### src/rtl/core/ksss_pkg.sv
`default_nettype none

package ksss_pkg;

   localparam int DATA_W = 32;
   localparam int KW     = 4;

   // One sorted result on its way to the response register.
   typedef struct packed {
      logic signed [DATA_W-1:0] value;
      logic                     last;
   } result_type;

endpackage

`default_nettype wire

### src/rtl/core/k_sorted_stream_sorter.sv
`default_nettype none

// Sorter for almost-sorted streams. Every sample that arrives on the req_
// channel is pushed into a binary min-heap held in a small synchronous RAM.
// Once the heap holds more than k+1 values (k = csr window register, capped
// at STORE_DEPTH-2) the smallest value is popped and sent on the rsp_
// channel. A sample flagged end_of_sequence is pushed and then the whole
// heap is drained in ascending signed order; rsp_run_last marks the final
// value, and the heap is empty for the next sequence. Equal values may
// leave in either order. One transaction is worked on at a time. The time a
// push takes grows with the heap levels climbed, and the time a pop takes
// with the levels the refilled hole sinks; both are set by the single
// read-compare-write per heap level through the RAM. A drain costs one pop
// per stored value. The next req_ transaction is taken while a result still
// waits in the rsp_ register; a pop waits only while that register is full
// and stalled. Write the window register only while the block is idle.
module k_sorted_stream_sorter
   import ksss_pkg::*;
#(
   parameter int STORE_DEPTH = 16
) (
   input  wire logic                     clock,
   input  wire logic                     reset,
   input  wire logic                     csr_wr_en,
   input  wire logic [KW-1:0]            csr_wr_data,
   input  wire logic                     req_valid,
   output logic                          req_stall,
   input  wire logic signed [DATA_W-1:0] req_sample,
   input  wire logic                     req_end_of_sequence,
   output logic                          rsp_valid,
   input  wire logic                     rsp_stall,
   output logic signed [DATA_W-1:0]      rsp_sorted_value,
   output logic                          rsp_run_last
);

   localparam int AW = $clog2(STORE_DEPTH);

   // RAM port wiring
   logic                     wr_en;
   logic [AW-1:0]            wr_addr;
   logic signed [DATA_W-1:0] wr_data;
   logic [AW-1:0]            rd_addr_a;
   logic [AW-1:0]            rd_addr_b;
   logic signed [DATA_W-1:0] rd_data_a;
   logic signed [DATA_W-1:0] rd_data_b;

   // Result hand-off to the output register
   logic                     slot_free;
   logic                     res_load;
   result_type               res;

   ksss_heap_ram #(
      .STORE_DEPTH (STORE_DEPTH)
   ) u_ram (
      .clock     (clock),
      .wr_en     (wr_en),
      .wr_addr   (wr_addr),
      .wr_data   (wr_data),
      .rd_addr_a (rd_addr_a),
      .rd_addr_b (rd_addr_b),
      .rd_data_a (rd_data_a),
      .rd_data_b (rd_data_b)
   );

   // Sequencer: push / sift-up, pop / sift-down, drain control
   ksss_heap_ctrl #(
      .STORE_DEPTH (STORE_DEPTH)
   ) u_ctrl (
      .clock               (clock),
      .reset               (reset),
      .csr_wr_en           (csr_wr_en),
      .csr_wr_data         (csr_wr_data),
      .req_valid           (req_valid),
      .req_stall           (req_stall),
      .req_sample          (req_sample),
      .req_end_of_sequence (req_end_of_sequence),
      .wr_en               (wr_en),
      .wr_addr             (wr_addr),
      .wr_data             (wr_data),
      .rd_addr_a           (rd_addr_a),
      .rd_addr_b           (rd_addr_b),
      .rd_data_a           (rd_data_a),
      .rd_data_b           (rd_data_b),
      .slot_free           (slot_free),
      .res_load            (res_load),
      .res                 (res)
   );

   // Output register decouples the consumer from the heap sequencer
   ksss_rsp_reg u_rsp (
      .clock            (clock),
      .reset            (reset),
      .load             (res_load),
      .result           (res),
      .slot_free        (slot_free),
      .rsp_valid        (rsp_valid),
      .rsp_stall        (rsp_stall),
      .rsp_sorted_value (rsp_sorted_value),
      .rsp_run_last     (rsp_run_last)
   );

endmodule

`default_nettype wire

### src/rtl/core/ksss_heap_ram.sv
`default_nettype none

// Heap storage: one write port, two registered read ports.
module ksss_heap_ram
   import ksss_pkg::*;
#(
   parameter int STORE_DEPTH = 16,
   localparam int AW = $clog2(STORE_DEPTH)
) (
   input  wire logic                     clock,
   input  wire logic                     wr_en,
   input  wire logic [AW-1:0]            wr_addr,
   input  wire logic signed [DATA_W-1:0] wr_data,
   input  wire logic [AW-1:0]            rd_addr_a,
   input  wire logic [AW-1:0]            rd_addr_b,
   output logic signed [DATA_W-1:0]      rd_data_a,
   output logic signed [DATA_W-1:0]      rd_data_b
);

   logic signed [DATA_W-1:0] mem [STORE_DEPTH];
   logic signed [DATA_W-1:0] rd_a_ff;
   logic signed [DATA_W-1:0] rd_b_ff;

   always_ff @(posedge clock) begin
      if (wr_en) begin
         mem[wr_addr] <= wr_data;
      end
      rd_a_ff <= mem[rd_addr_a];
      rd_b_ff <= mem[rd_addr_b];
   end

   assign rd_data_a = rd_a_ff;
   assign rd_data_b = rd_b_ff;

endmodule

`default_nettype wire

### src/rtl/core/ksss_rsp_reg.sv
`default_nettype none

// Output register: holds one result until the consumer takes it.
module ksss_rsp_reg
   import ksss_pkg::*;
(
   input  wire logic                clock,
   input  wire logic                reset,
   input  wire logic                load,
   input  wire result_type          result,
   output logic                     slot_free,
   output logic                     rsp_valid,
   input  wire logic                rsp_stall,
   output logic signed [DATA_W-1:0] rsp_sorted_value,
   output logic                     rsp_run_last
);

   logic       valid_ff;
   logic       valid_in;
   result_type data_ff;

   assign valid_in  = load | (valid_ff & rsp_stall);
   assign slot_free = ~valid_ff | ~rsp_stall;

   always_ff @(posedge clock) begin
      if (reset) begin
         valid_ff <= 1'b0;
      end else begin
         valid_ff <= valid_in;
      end
   end

   always_ff @(posedge clock) begin
      if (load) begin
         data_ff <= result;
      end
   end

   assign rsp_valid        = valid_ff;
   assign rsp_sorted_value = data_ff.value;
   assign rsp_run_last     = data_ff.last;

endmodule

`default_nettype wire

### src/rtl/core/ksss_heap_ctrl.sv
`default_nettype none

// Heap sequencer: hole-based sift-up on insert, sift-down on extract.
module ksss_heap_ctrl
   import ksss_pkg::*;
#(
   parameter int STORE_DEPTH = 16,
   localparam int AW = $clog2(STORE_DEPTH)
) (
   input  wire logic                     clock,
   input  wire logic                     reset,
   input  wire logic                     csr_wr_en,
   input  wire logic [KW-1:0]            csr_wr_data,
   input  wire logic                     req_valid,
   output logic                          req_stall,
   input  wire logic signed [DATA_W-1:0] req_sample,
   input  wire logic                     req_end_of_sequence,
   output logic                          wr_en,
   output logic [AW-1:0]                 wr_addr,
   output logic signed [DATA_W-1:0]      wr_data,
   output logic [AW-1:0]                 rd_addr_a,
   output logic [AW-1:0]                 rd_addr_b,
   input  wire logic signed [DATA_W-1:0] rd_data_a,
   input  wire logic signed [DATA_W-1:0] rd_data_b,
   input  wire logic                     slot_free,
   output logic                          res_load,
   output result_type                    res
);

   localparam int CW   = $clog2(STORE_DEPTH + 1);
   localparam int CMPW = (CW > KW + 1) ? CW : KW + 1;
   localparam int XW   = AW + 2;
   localparam int KMAX = STORE_DEPTH - 2;

   typedef enum logic [6:0] {
      S_IDLE    = 7'b0000001,
      S_UP      = 7'b0000010,
      S_FIN     = 7'b0000100,
      S_DECIDE  = 7'b0001000,
      S_EXT_RD  = 7'b0010000,
      S_EXT_TOP = 7'b0100000,
      S_DN      = 7'b1000000
   } state_type;

   state_type                state_ff, state_in;
   logic [CW-1:0]            count_ff, count_in;
   logic [AW-1:0]            idx_ff, idx_in;
   logic signed [DATA_W-1:0] hole_ff, hole_in;
   logic                     eos_ff, eos_in;
   logic                     took_ff, took_in;
   logic [KW-1:0]            window_ff;

   logic [CMPW-1:0]          k_ext, k_sat, count_cmp;
   logic [AW-1:0]            idx_parent, idx_grand, count_parent;
   logic [XW-1:0]            left_x, right_x, count_x;
   logic                     left_ok, right_ok, pick_right;
   logic [AW-1:0]            child_idx;
   logic signed [DATA_W-1:0] child_val;

   // Window saturates so the store can never overflow.
   assign k_ext     = CMPW'(window_ff);
   assign k_sat     = (k_ext > CMPW'(KMAX)) ? CMPW'(KMAX) : k_ext;
   assign count_cmp = CMPW'(count_ff);

   assign idx_parent   = (idx_ff - AW'(1)) >> 1;
   assign idx_grand    = (idx_parent - AW'(1)) >> 1;
   assign count_parent = AW'((count_ff - CW'(1)) >> 1);

   assign left_x     = {1'b0, idx_ff, 1'b1};
   assign right_x    = left_x + XW'(1);
   assign count_x    = XW'(count_ff);
   assign left_ok    = left_x < count_x;
   assign right_ok   = right_x < count_x;
   assign pick_right = right_ok && (rd_data_b < rd_data_a);
   assign child_idx  = pick_right ? right_x[AW-1:0] : left_x[AW-1:0];
   assign child_val  = pick_right ? rd_data_b : rd_data_a;

   always_comb begin
      state_in  = state_ff;
      count_in  = count_ff;
      idx_in    = idx_ff;
      hole_in   = hole_ff;
      eos_in    = eos_ff;
      took_in   = took_ff;
      wr_en     = 1'b0;
      wr_addr   = idx_ff;
      wr_data   = hole_ff;
      rd_addr_a = left_x[AW-1:0];
      rd_addr_b = right_x[AW-1:0];
      res_load  = 1'b0;
      res.value = rd_data_a;
      res.last  = eos_ff && (count_ff == '0);
      req_stall = (state_ff != S_IDLE);

      unique case (state_ff)
         S_IDLE: begin
            if (req_valid) begin
               hole_in = req_sample;
               eos_in  = req_end_of_sequence;
               took_in = 1'b0;
               if (count_ff == CW'(STORE_DEPTH)) begin
                  state_in = S_DECIDE;
               end else if (count_ff == '0) begin
                  wr_en    = 1'b1;
                  wr_addr  = '0;
                  wr_data  = req_sample;
                  count_in = CW'(1);
                  state_in = S_DECIDE;
               end else begin
                  idx_in    = count_ff[AW-1:0];
                  rd_addr_a = count_parent;
                  count_in  = count_ff + CW'(1);
                  state_in  = S_UP;
               end
            end
         end
         S_UP: begin
            wr_en = 1'b1;
            if (hole_ff < rd_data_a) begin
               // Parent moves down into the hole.
               wr_data = rd_data_a;
               idx_in  = idx_parent;
               if (idx_parent == '0) begin
                  state_in = S_FIN;
               end else begin
                  rd_addr_a = idx_grand;
               end
            end else begin
               state_in = S_DECIDE;
            end
         end
         S_FIN: begin
            wr_en    = 1'b1;
            state_in = S_DECIDE;
         end
         S_DECIDE: begin
            if ((eos_ff && count_ff != '0) ||
                (!eos_ff && !took_ff && count_cmp > k_sat + CMPW'(1))) begin
               state_in = S_EXT_RD;
            end else begin
               state_in = S_IDLE;
            end
         end
         S_EXT_RD: begin
            if (slot_free) begin
               rd_addr_a = '0;
               rd_addr_b = AW'(count_ff - CW'(1));
               count_in  = count_ff - CW'(1);
               state_in  = S_EXT_TOP;
            end
         end
         S_EXT_TOP: begin
            res_load = 1'b1;
            took_in  = 1'b1;
            hole_in  = rd_data_b;
            idx_in   = '0;
            if (count_ff == '0) begin
               state_in = S_DECIDE;
            end else begin
               rd_addr_a = AW'(1);
               rd_addr_b = AW'(2);
               state_in  = S_DN;
            end
         end
         S_DN: begin
            wr_en = 1'b1;
            if (left_ok && (child_val < hole_ff)) begin
               // Smaller child moves up into the hole.
               wr_data = child_val;
               idx_in  = child_idx;
               state_in = S_DN;
               rd_addr_a = AW'({child_idx, 1'b1});
               rd_addr_b = AW'({child_idx, 1'b1} + (AW + 1)'(1));
            end else begin
               state_in = S_DECIDE;
            end
         end
         default: begin
            state_in = S_IDLE;
         end
      endcase
   end

   always_ff @(posedge clock) begin
      if (reset) begin
         state_ff  <= S_IDLE;
         count_ff  <= '0;
         took_ff   <= 1'b0;
         eos_ff    <= 1'b0;
         window_ff <= '0;
      end else begin
         state_ff <= state_in;
         count_ff <= count_in;
         took_ff  <= took_in;
         eos_ff   <= eos_in;
         if (csr_wr_en) begin
            window_ff <= csr_wr_data;
         end
      end
   end

   always_ff @(posedge clock) begin
      idx_ff  <= idx_in;
      hole_ff <= hole_in;
   end

endmodule

`default_nettype wire
### config.mk
export PLATFORM = sky130hd
export DESIGN_NAME = k_sorted_stream_sorter
export DESIGN_NICKNAME = d
export VERILOG_FILES = /design/src/rtl/core/ksss_pkg.sv /design/src/rtl/core/k_sorted_stream_sorter.sv /design/src/rtl/core/ksss_heap_ram.sv /design/src/rtl/core/ksss_rsp_reg.sv /design/src/rtl/core/ksss_heap_ctrl.sv
export SDC_FILE = /design/constraint.sdc
export NUM_CORES = 1
export LEC_CHECK = 0
export BUFFER_PORTS_ARGS = -buffer_cell sky130_fd_sc_hd__buf_2
export CAP_MARGIN = 5
export CORE_MARGIN = 3
export CORE_UTILIZATION = 40
export DETAILED_ROUTE_END_ITERATION = 10
export HOLD_SLACK_MARGIN = 0.1
export REMOVE_ABC_BUFFERS = 1
export SETUP_SLACK_MARGIN = 0.2
export SKIP_LAST_GASP = 1
export SLEW_MARGIN = 20
export SYNTH_ARGS = -nofsm -noshare
export SYNTH_HDL_FRONTEND = slang
export SYNTH_SLANG_ARGS = --single-unit
### constraint.sdc
create_clock -name clock -period 11.7 [get_ports clock]
set_clock_uncertainty 0.2 [all_clocks]
set_input_delay 1.17 -clock clock [delete_from_list [all_inputs] [get_ports clock]]
set_output_delay 1.17 -clock clock [all_outputs]
set_load 0.01 [all_outputs]
==> metrics.txt, run 1 <==
# TYPE chip_impl_metric gauge
chip_impl_info{name="status",value="finished clean"} 1
chip_impl_metric{name="viasPerCell",unit=""} 6.412
chip_impl_info{name="path_class",value="flip-flop to flip-flop"} 1
chip_impl_metric{name="critical_path.max_stage_delay",unit="ps"} 730
chip_impl_info{name="worst_r2r_startpoint",value="u_ctrl.idx_ff[0]"} 1
chip_impl_metric{name="numPlacedInstances",unit=""} 3473
chip_impl_info{name="rsz0062_at_grt",value="false"} 1
chip_impl_metric{name="swShare",unit="%"} 43.17
chip_impl_metric{name="drt-wirelength-per-cell",unit="um"} 29.21
chip_impl_metric{name="die-width",unit="um"} 294.8
chip_impl_metric{name="gr-usage-all-layers",unit="%"} 24.15
chip_impl_metric{name="yosys_warnings",unit=""} 0
chip_impl_info{name="worst_setup_path_start_kind",value="flip-flop"} 1
chip_impl_metric{name="worst_setup_hold_path_clk_slew",unit="ps"} 60
chip_impl_metric{name="syn_area",unit="sq um"} 33360
chip_impl_metric{name="detail_route.first_pass.iterations",unit=""} 7
chip_impl_metric{name="worst_ir_drop_vdd",unit="V"} 0.0004797
chip_impl_metric{name="number_of_antenna_violations_at_the_first_check_in_global_routing",unit=""} 0
chip_impl_metric{name="routabilityCongestion",unit=""} 0.9289
chip_impl_metric{name="rows",unit=""} 105
chip_impl_info{name="critical_path.reg2reg.endpoint",value="u_ram.rd_data_b[28]"} 1
chip_impl_info{name="crit_chain",value="inv_1 -> ha_1 -> ha_1 -> inv_1 -> o21bai_1 -> a31oi_2 -> or3b_1 -> nand2_2 -> buf_4 -> nand2_1 -> o21ai_0 -> ha_1 -> a21oi_1 -> o21ai_0 -> a221oi_2 -> a21boi_1 -> o31ai_2 -> o22ai_1 -> a22oi_2 -> buf_4 -> buf_4 -> mux4_2 -> o22ai_1 -> nor3_1"} 1
chip_impl_metric{name="power.internal",unit="mW"} 7.215
chip_impl_metric{name="slew-limit-headroom",unit="%"} 22.18
chip_impl_metric{name="initial_core_util",unit="%"} 40.50
chip_impl_info{name="synth_flop_cell",value="edfxtp_1"} 1
chip_impl_metric{name="grt_pass1_wl",unit="mm"} 154.7
chip_impl_metric{name="placed_cell_area",unit="sq um"} 34800
chip_impl_info{name="slowest_stage_cell_crit_path",value="edfxtp_1"} 1
chip_impl_metric{name="design_power_total",unit="mW"} 12.69
chip_impl_metric{name="dp_hpwl",unit="mm"} 63.23
chip_impl_info{name="root_buffer",value="clkbuf_16"} 1
chip_impl_metric{name="post_cts_hold_buffer_count",unit=""} 0
chip_impl_metric{name="pwr-share-clk",unit="%"} 18.6
chip_impl_metric{name="cp.required",unit="ps"} 11990
chip_impl_metric{name="final.period_utilization",unit="%"} 74.88
chip_impl_metric{name="detail_route.wirelength",unit="mm"} 105.5
chip_impl_metric{name="cap_viol_max_count",unit=""} 0
chip_impl_metric{name="vias_in_the_first_global_route",unit=""} 22968
chip_impl_metric{name="finish.cell_count_without_fillers",unit=""} 3611
chip_impl_metric{name="post_cts_sizing",unit=""} 0
chip_impl_metric{name="top_level_ports",unit=""} 77
chip_impl_metric{name="antenna_diode_count",unit=""} 0
chip_impl_metric{name="die_y",unit="um"} 294.8
chip_impl_metric{name="combPwrFrac",unit="%"} 52.6
chip_impl_info{name="post-synth-top-area-cell",value="edfxtp_1"} 1
chip_impl_metric{name="fmax",unit="MHz"} 114.1
chip_impl_metric{name="fraction_of_the_yosys_area_taken_by_sequential_cells",unit="%"} 57.28
chip_impl_info{name="timing.hold.worst.class",value="flip-flop to flip-flop"} 1
chip_impl_info{name="tritoncts",value="yes"} 1
chip_impl_metric{name="layout.filler_cells",unit=""} 7139
chip_impl_metric{name="route.vias.total",unit=""} 23155
chip_impl_metric{name="fin_nets",unit=""} 2636
chip_impl_metric{name="grt_overflow_total",unit=""} 0
chip_impl_info{name="min_to",value="u_rsp.rsp_sorted_value[28]"} 1
chip_impl_metric{name="r2r.worst_path.cells",unit=""} 24
chip_impl_metric{name="cts_post_setup_buffers_inserted",unit=""} 0
chip_impl_metric{name="final_hold_viol_count",unit=""} 0
chip_impl_metric{name="synth_cell_type_count",unit=""} 88
chip_impl_info{name="end_kind",value="flip-flop"} 1
chip_impl_metric{name="power.density_cell_area",unit="nW/um^2"} 340.8
chip_impl_metric{name="max_slew.worst_pin.slew",unit="ps"} 1167
chip_impl_metric{name="synth_seq_cells",unit=""} 664
chip_impl_metric{name="layout-drive-gt1-share",unit="%"} 19.28
chip_impl_metric{name="finalSetupViolCount",unit=""} 0
chip_impl_metric{name="maxSlewViolCount",unit=""} 0
chip_impl_metric{name="crit_arrival",unit="ps"} 9050
chip_impl_metric{name="clk-insertion-delay-late",unit="ps"} 610
chip_impl_metric{name="port_buffers",unit=""} 76
chip_impl_metric{name="switching_power",unit="mW"} 5.480
chip_impl_metric{name="grt_start_max_net_pins",unit=""} 113
chip_impl_info{name="yosys-top-cells-area",value="edfxtp_1 (52%), mux4_2 (13%), dfxtp_1 (5.0%)"} 1
chip_impl_metric{name="number_of_clock_buffers_inserted_by_tritoncts",unit=""} 76
chip_impl_metric{name="sequential_power_share",unit="%"} 28.9
chip_impl_metric{name="core_region",unit="sq um"} 82370
chip_impl_metric{name="finalCriticalPeriod",unit="ps"} 8761
chip_impl_metric{name="worst_hold_path.num_cells",unit=""} 0
chip_impl_info{name="synth_common_cells",value="edfxtp_1 (581), nand2_1 (237), nand3_1 (237)"} 1
chip_impl_info{name="synth_most_common_cell",value="edfxtp_1"} 1
chip_impl_metric{name="synthToLayoutAreaGrowth",unit="%"} 11.68
chip_impl_metric{name="postSynthCellCount",unit=""} 2449
chip_impl_metric{name="clock_tree.buffer_depth",unit=""} 3
chip_impl_metric{name="finalInstanceArea",unit="sq um"} 37250
chip_impl_metric{name="layout.core_utilization",unit="%"} 45.23
chip_impl_metric{name="power.static_leakage",unit="nW"} 13.04
chip_impl_metric{name="number_of_flops_mapped_to_enable_cells_by_yosys",unit=""} 581
chip_impl_metric{name="htree_levels",unit=""} 3
chip_impl_info{name="hold_start",value="u_ram.rd_data_a[28]"} 1
chip_impl_metric{name="drcViolationCount",unit=""} 0
chip_impl_metric{name="cts_sinks",unit=""} 664
chip_impl_metric{name="worst-path-max-fanout",unit=""} 42
chip_impl_metric{name="ff2ff_setup_slack",unit="ps"} 2940
chip_impl_metric{name="syn_avg_cell_area",unit="sq um"} 13.62
chip_impl_metric{name="antenna_violating_nets_post_route",unit=""} 0
chip_impl_metric{name="async_flop_share",unit="%"} 0
chip_impl_metric{name="fp.dieArea",unit="sq um"} 86890
chip_impl_metric{name="first_iter_violations",unit=""} 2958
chip_impl_metric{name="synthDominantCellAreaShare",unit="%"} 52.30
==> logic make-up (layout without fill, tap and decap cells) <==
group,count (synthesis),in the layout,share of synthesized area (%)
AO/OA/AOI/OAI,403,403,7.742
XOR/XNOR,14,14,0.3676
adder cells (fa/ha/maj),113,113,4.239
flip-flops,664,664,57.28
multiplexers,329,329,17.08
buffers and inverters,253,345,3.623
AND/OR/NAND/NOR,673,673,9.666
==> worst max-delay path, delay by kind of cell, from the launching register on <==
kind | cells | cell delay (ps)
AO/OA/AOI/OAI | 11 | 2730
adder cells (fa/ha/maj) | 3 | 1270
buffers and inverters | 5 | 2090
flip-flops | 1 | 730
multiplexers | 1 | 420
AND/OR/NAND/NOR | 4 | 1080
==> how the worst max path moves through the flow <==
stage	start	end	slack (ps)	depth (start not counted)
after floorplan	u_ctrl.idx_ff[0]	u_ram.rd_data_b[30]	-7860	20
after global placement	u_ctrl.idx_ff[0]	u_ram.rd_data_b[10]	3290	21
after detailed placement	u_ctrl.idx_ff[0]	u_ram.rd_data_b[29]	3120	24
after CTS	u_ctrl.idx_ff[0]	u_ram.rd_data_b[29]	3080	24
after global routing	u_ctrl.idx_ff[0]	u_ram.rd_data_b[26]	2420	24
final	u_ctrl.idx_ff[0]	u_ram.rd_data_b[28]	2940	24
==> power by group through the flow <==
stage,registers (mW),clock network [mW],logic [mW]
after floorplan,3.55,0,5.05
after global placement,3.69,0,6.47
after detailed placement,3.70,0,6.57
after CTS,3.65,2.40,6.60
after global routing,3.68,2.49,7.19
final,3.66,2.36,6.67
==> per-stage QoR <==
stage	setup TNS (ps)	hold WS, ps	setup WS (ps)
after global routing	0	261.7	2424
after detailed placement	0	226.9	3124
final	0	238.3	2939
after global placement	0	218.4	3291
after floorplan	-263210	208.2	-7864
after CTS	0	239.9	3084
==> flip-flops by register name, summed over array words and instances, names as in the netlist <==
| signal | flops |
|---|---|
| u_ctrl.state_ff | 7 |
| u_rsp.rsp_sorted_value | 32 |
| u_ctrl.hole_ff | 32 |
| u_ram.rd_data_a | 32 |
| u_ctrl.window_ff | 4 |
| u_rsp.rsp_run_last | 1 |
| u_ctrl.eos_ff | 1 |
| u_rsp.rsp_valid | 1 |
| u_ram.rd_data_b | 32 |
| u_ctrl.idx_ff | 4 |
| u_ram.mem | 512 |
| u_ctrl.count_cmp | 5 |
| u_ctrl.took_ff | 1 |
==> per-layer routing <==
| layer | wire length [um] | vias to the layer above | track usage [%] | share of wire (%) |
|---|---|---|---|---|
| met5 | 0 | - | 0 | 0 |
| met4 | 4497 | 0 | 10.42 | 4.3 |
| met3 | 9628 | 256 | 4.114 | 9.1 |
| met2 | 49050 | 1348 | 38.37 | 47 |
| met1 | 42290 | 11795 | 32.84 | 40 |
| li1 | - | 9756 | - | - |
==> cell type report <==
class                      instances  area [sq um]  area share [%]
sequential                       664         19110           51.29
timing repair buffer             128         783.3           2.103
tap                             1070          1339           3.594
clock buffer                      94          2021           5.424
clock inverter                    44         431.7           1.159
inverter                          79         296.5          0.7960
multi-input combinational       1532         13270           35.63
==> cells in the final DEF (no fill, tap or decap), drive strengths merged, types with 51 or more instances in the layout <==
cell,instances
nand2,237
edfxtp,581
inv,82
clkbuf,94
mux2i,136
a21oi,118
nand3,238
buf,128
dfxtp,83
o21ai,127
mux4,192
ha,113
nor3,51
Note: power is estimated with default switching activity, not from simulation.
==> inputs of run 2 (changes only) <==
Clock period 11.7 ns to 9 ns, I/O delays scaled along.
==> metrics.txt, run 2 (synthesized netlist as in run 1, its figures left out) <==
# TYPE chip_impl_metric gauge
chip_impl_metric{name="fin_setup_tns",unit="ps"} 0
chip_impl_info{name="critical_path.reg2reg.endpoint",value="u_ram.mem[15][20]"} 1
chip_impl_info{name="final_cell_mix",value="edfxtp_1 (581), nand2_1 (235), nand3_1 (234)"} 1
chip_impl_info{name="hold_start",value="u_ram.rd_data_a[31]"} 1
chip_impl_info{name="timing.hold.worst.class",value="flip-flop to flip-flop"} 1
chip_impl_info{name="slowest_stage_cell_crit_path",value="edfxtp_1"} 1
chip_impl_metric{name="slew-limit-headroom",unit="%"} 22.30
chip_impl_metric{name="drt-wirelength-per-cell",unit="um"} 28.33
chip_impl_metric{name="grt_overflow_total",unit=""} 0
chip_impl_metric{name="die_y",unit="um"} 294.8
chip_impl_metric{name="power.static_leakage",unit="nW"} 13.20
chip_impl_metric{name="r2r.worst_path.cells",unit=""} 21
chip_impl_metric{name="fp.dieArea",unit="sq um"} 86890
chip_impl_metric{name="cp.required",unit="ps"} 9000
chip_impl_metric{name="worst_ir_drop_vdd",unit="V"} 0.0006023
chip_impl_metric{name="route.vias.total",unit=""} 23117
chip_impl_metric{name="dp_hpwl",unit="mm"} 62.53
chip_impl_info{name="crit_chain",value="inv_1 -> ha_1 -> ha_1 -> inv_1 -> o21bai_1 -> a31oi_2 -> or3b_1 -> nand2_2 -> buf_4 -> o21ai_0 -> ha_1 -> nand4_1 -> nor3_2 -> and3_1 -> a21boi_1 -> nor3_2 -> a31oi_4 -> nor2_4 -> buf_4 -> a222oi_1 -> nand2_1"} 1
chip_impl_metric{name="maxSlewViolCount",unit=""} 0
chip_impl_metric{name="cp_num_buf_inv",unit=""} 4
chip_impl_info{name="status",value="finished clean"} 1
chip_impl_metric{name="port_buffers",unit=""} 76
chip_impl_metric{name="grt_start_max_net_pins",unit=""} 85
chip_impl_metric{name="finalSetupViolCount",unit=""} 0
chip_impl_metric{name="htree_levels",unit=""} 3
chip_impl_metric{name="top_level_ports",unit=""} 77
chip_impl_metric{name="grt_pass1_wl",unit="mm"} 151.0
chip_impl_info{name="final_common_cell",value="edfxtp_1"} 1
chip_impl_metric{name="clock_tree.buffer_depth",unit=""} 3
chip_impl_metric{name="drcViolationCount",unit=""} 0
chip_impl_info{name="min_to",value="u_rsp.rsp_sorted_value[31]"} 1
chip_impl_metric{name="vias_in_the_first_global_route",unit=""} 22735
chip_impl_metric{name="gr-usage-all-layers",unit="%"} 23.49
chip_impl_metric{name="layout-drive-gt1-share",unit="%"} 19.60
chip_impl_metric{name="detail_route.first_pass.iterations",unit=""} 9
chip_impl_metric{name="finalCriticalPeriod",unit="ps"} 8391
chip_impl_metric{name="worst_setup_hold_path_clk_slew",unit="ps"} 60
chip_impl_metric{name="detail_route.wirelength",unit="mm"} 102.7
chip_impl_metric{name="antenna_violating_nets_post_route",unit=""} 0
chip_impl_metric{name="number_of_clock_buffers_inserted_by_tritoncts",unit=""} 76
chip_impl_metric{name="first_iter_violations",unit=""} 3074
chip_impl_metric{name="fmax",unit="MHz"} 119.2
chip_impl_metric{name="critical_path.max_stage_delay",unit="ps"} 720
chip_impl_info{name="largest_register",value="u_ram.mem"} 1
chip_impl_metric{name="worst-path-max-fanout",unit=""} 41
chip_impl_info{name="tritoncts",value="yes"} 1
chip_impl_info{name="end_kind",value="flip-flop"} 1
chip_impl_info{name="worst_setup_path_start_kind",value="flip-flop"} 1
chip_impl_metric{name="cap_viol_max_count",unit=""} 0
chip_impl_metric{name="power.density_cell_area",unit="nW/um^2"} 445.1
chip_impl_metric{name="synthToLayoutAreaGrowth",unit="%"} 12.67
chip_impl_metric{name="number_of_antenna_violations_at_the_first_check_in_global_routing",unit=""} 1
chip_impl_metric{name="cts_sinks",unit=""} 664
chip_impl_metric{name="final_hold_viol_count",unit=""} 0
chip_impl_metric{name="post-place-ws",unit="ps"} 422.9
chip_impl_metric{name="final.period_utilization",unit="%"} 93.23
chip_impl_metric{name="die-width",unit="um"} 294.8
chip_impl_metric{name="clk-insertion-delay-late",unit="ps"} 620
chip_impl_metric{name="viasPerCell",unit=""} 6.374
chip_impl_info{name="kind_of_cell_with_the_highest_combined_delay_on_the_critical_path",value="simple AND/OR/NAND/NOR gates"} 1
chip_impl_metric{name="worst_hold_path.num_cells",unit=""} 0
chip_impl_info{name="rsz0062_at_grt",value="false"} 1
chip_impl_metric{name="numPlacedInstances",unit=""} 3484
chip_impl_metric{name="ff2ff_setup_slack",unit="ps"} 610
chip_impl_info{name="timing.critical_path.mode_cell",value="ha_1"} 1
chip_impl_info{name="root_buffer",value="clkbuf_16"} 1
chip_impl_info{name="worst_r2r_startpoint",value="u_ctrl.idx_ff[0]"} 1
chip_impl_metric{name="fin_nets",unit=""} 2648
chip_impl_metric{name="max_slew.worst_pin.slew",unit="ps"} 1165
chip_impl_info{name="path_class",value="flip-flop to flip-flop"} 1
chip_impl_metric{name="core_region",unit="sq um"} 82370
chip_impl_metric{name="routabilityCongestion",unit=""} 0.9252
chip_impl_metric{name="crit_arrival",unit="ps"} 8390
chip_impl_metric{name="rows",unit=""} 105
chip_impl_metric{name="finish.cell_count_without_fillers",unit=""} 3627
chip_impl_metric{name="initial_core_util",unit="%"} 40.50
chip_impl_metric{name="timing.final.ws_setup",unit="ps"} 609.1
chip_impl_metric{name="layout.filler_cells",unit=""} 7116
chip_impl_metric{name="largest_register_ff_count",unit=""} 512
chip_impl_metric{name="post_cts_hold_buffer_count",unit=""} 0
==> run 2: cell types whose count changed in the layout (fill, tap and decap cells not counted), sizes merged <==
cell / delta
buf: +12
diode: +1
clkinvlp: -4
clkinv: -8
inv: -1
clkbuf: +16
==> run 2: layout make-up <==
| class | count | area, sq um | area share (%) |
|---|---|---|---|
| timing repair buffer | 140 | 985.9 | 2.623 |
| antenna | 1 | 2.502 | 0.006658 |
| clock buffer | 110 | 2185 | 5.812 |
| inverter | 79 | 296.5 | 0.7890 |
| clock inverter | 31 | 375.4 | 0.9987 |
| multi-input combinational | 1532 | 13290 | 35.37 |
| tap | 1070 | 1339 | 3.562 |
| sequential | 664 | 19110 | 50.84 |
==> run 2: per-layer routing <==
layer  wire (um)  global-route usage (%)  part of all wire [%]
met5           7                       0                0.0068
met4        3905                   8.861                   3.8
met3        9864                   4.438                   9.6
met2       47160                   36.56                    46
met1       41810                   32.86                    41
==> run 2: worst max-delay path by stage <==
stage	cells after the start	slack, ps	startpoint	to
2_1_floorplan	20	-10560	u_ctrl.idx_ff[0]	u_ram.rd_data_b[30]
3_3_place_gp	22	630	u_ctrl.idx_ff[0]	u_ram.rd_data_b[4]
3_5_place_dp	22	420	u_ctrl.idx_ff[0]	u_ram.rd_data_b[1]
4_1_cts	22	370	u_ctrl.idx_ff[0]	u_ram.rd_data_b[1]
5_1_grt	21	340	u_ctrl.idx_ff[0]	u_ram.mem[6][20]
6_report	21	610	u_ctrl.idx_ff[0]	u_ram.mem[15][20]
==> run 2: timing repair <==
| item | CTS | global route |
|---|---|---|
| endpoints found under the setup margin | 0 | 231 |
| buffers inserted | 0 | 0 |
| gates resized for setup | 0 | 3 |
==> run 2: metrics by stage <==
step           power [mW]  utilization, %  cell area (sq um)  hold slack (ps)
2_1_floorplan       10.65               -              32440            208.2
3_5_place_dp        13.49           42.47              34980            255.2
6_report            16.73           45.63              37580            271.8
5_1_grt             17.64           45.62              37580            286.7
3_3_place_gp        13.34           42.47              34980            244.1
4_1_cts             16.68           45.58              37540            262.8
==> run 2: where the power goes <==
group / switching, mW / internal [mW]
sequential: 0.366 / 4.41
clock: 1.25 / 1.92
combinational: 5.50 / 3.28
total: 7.12 / 9.61
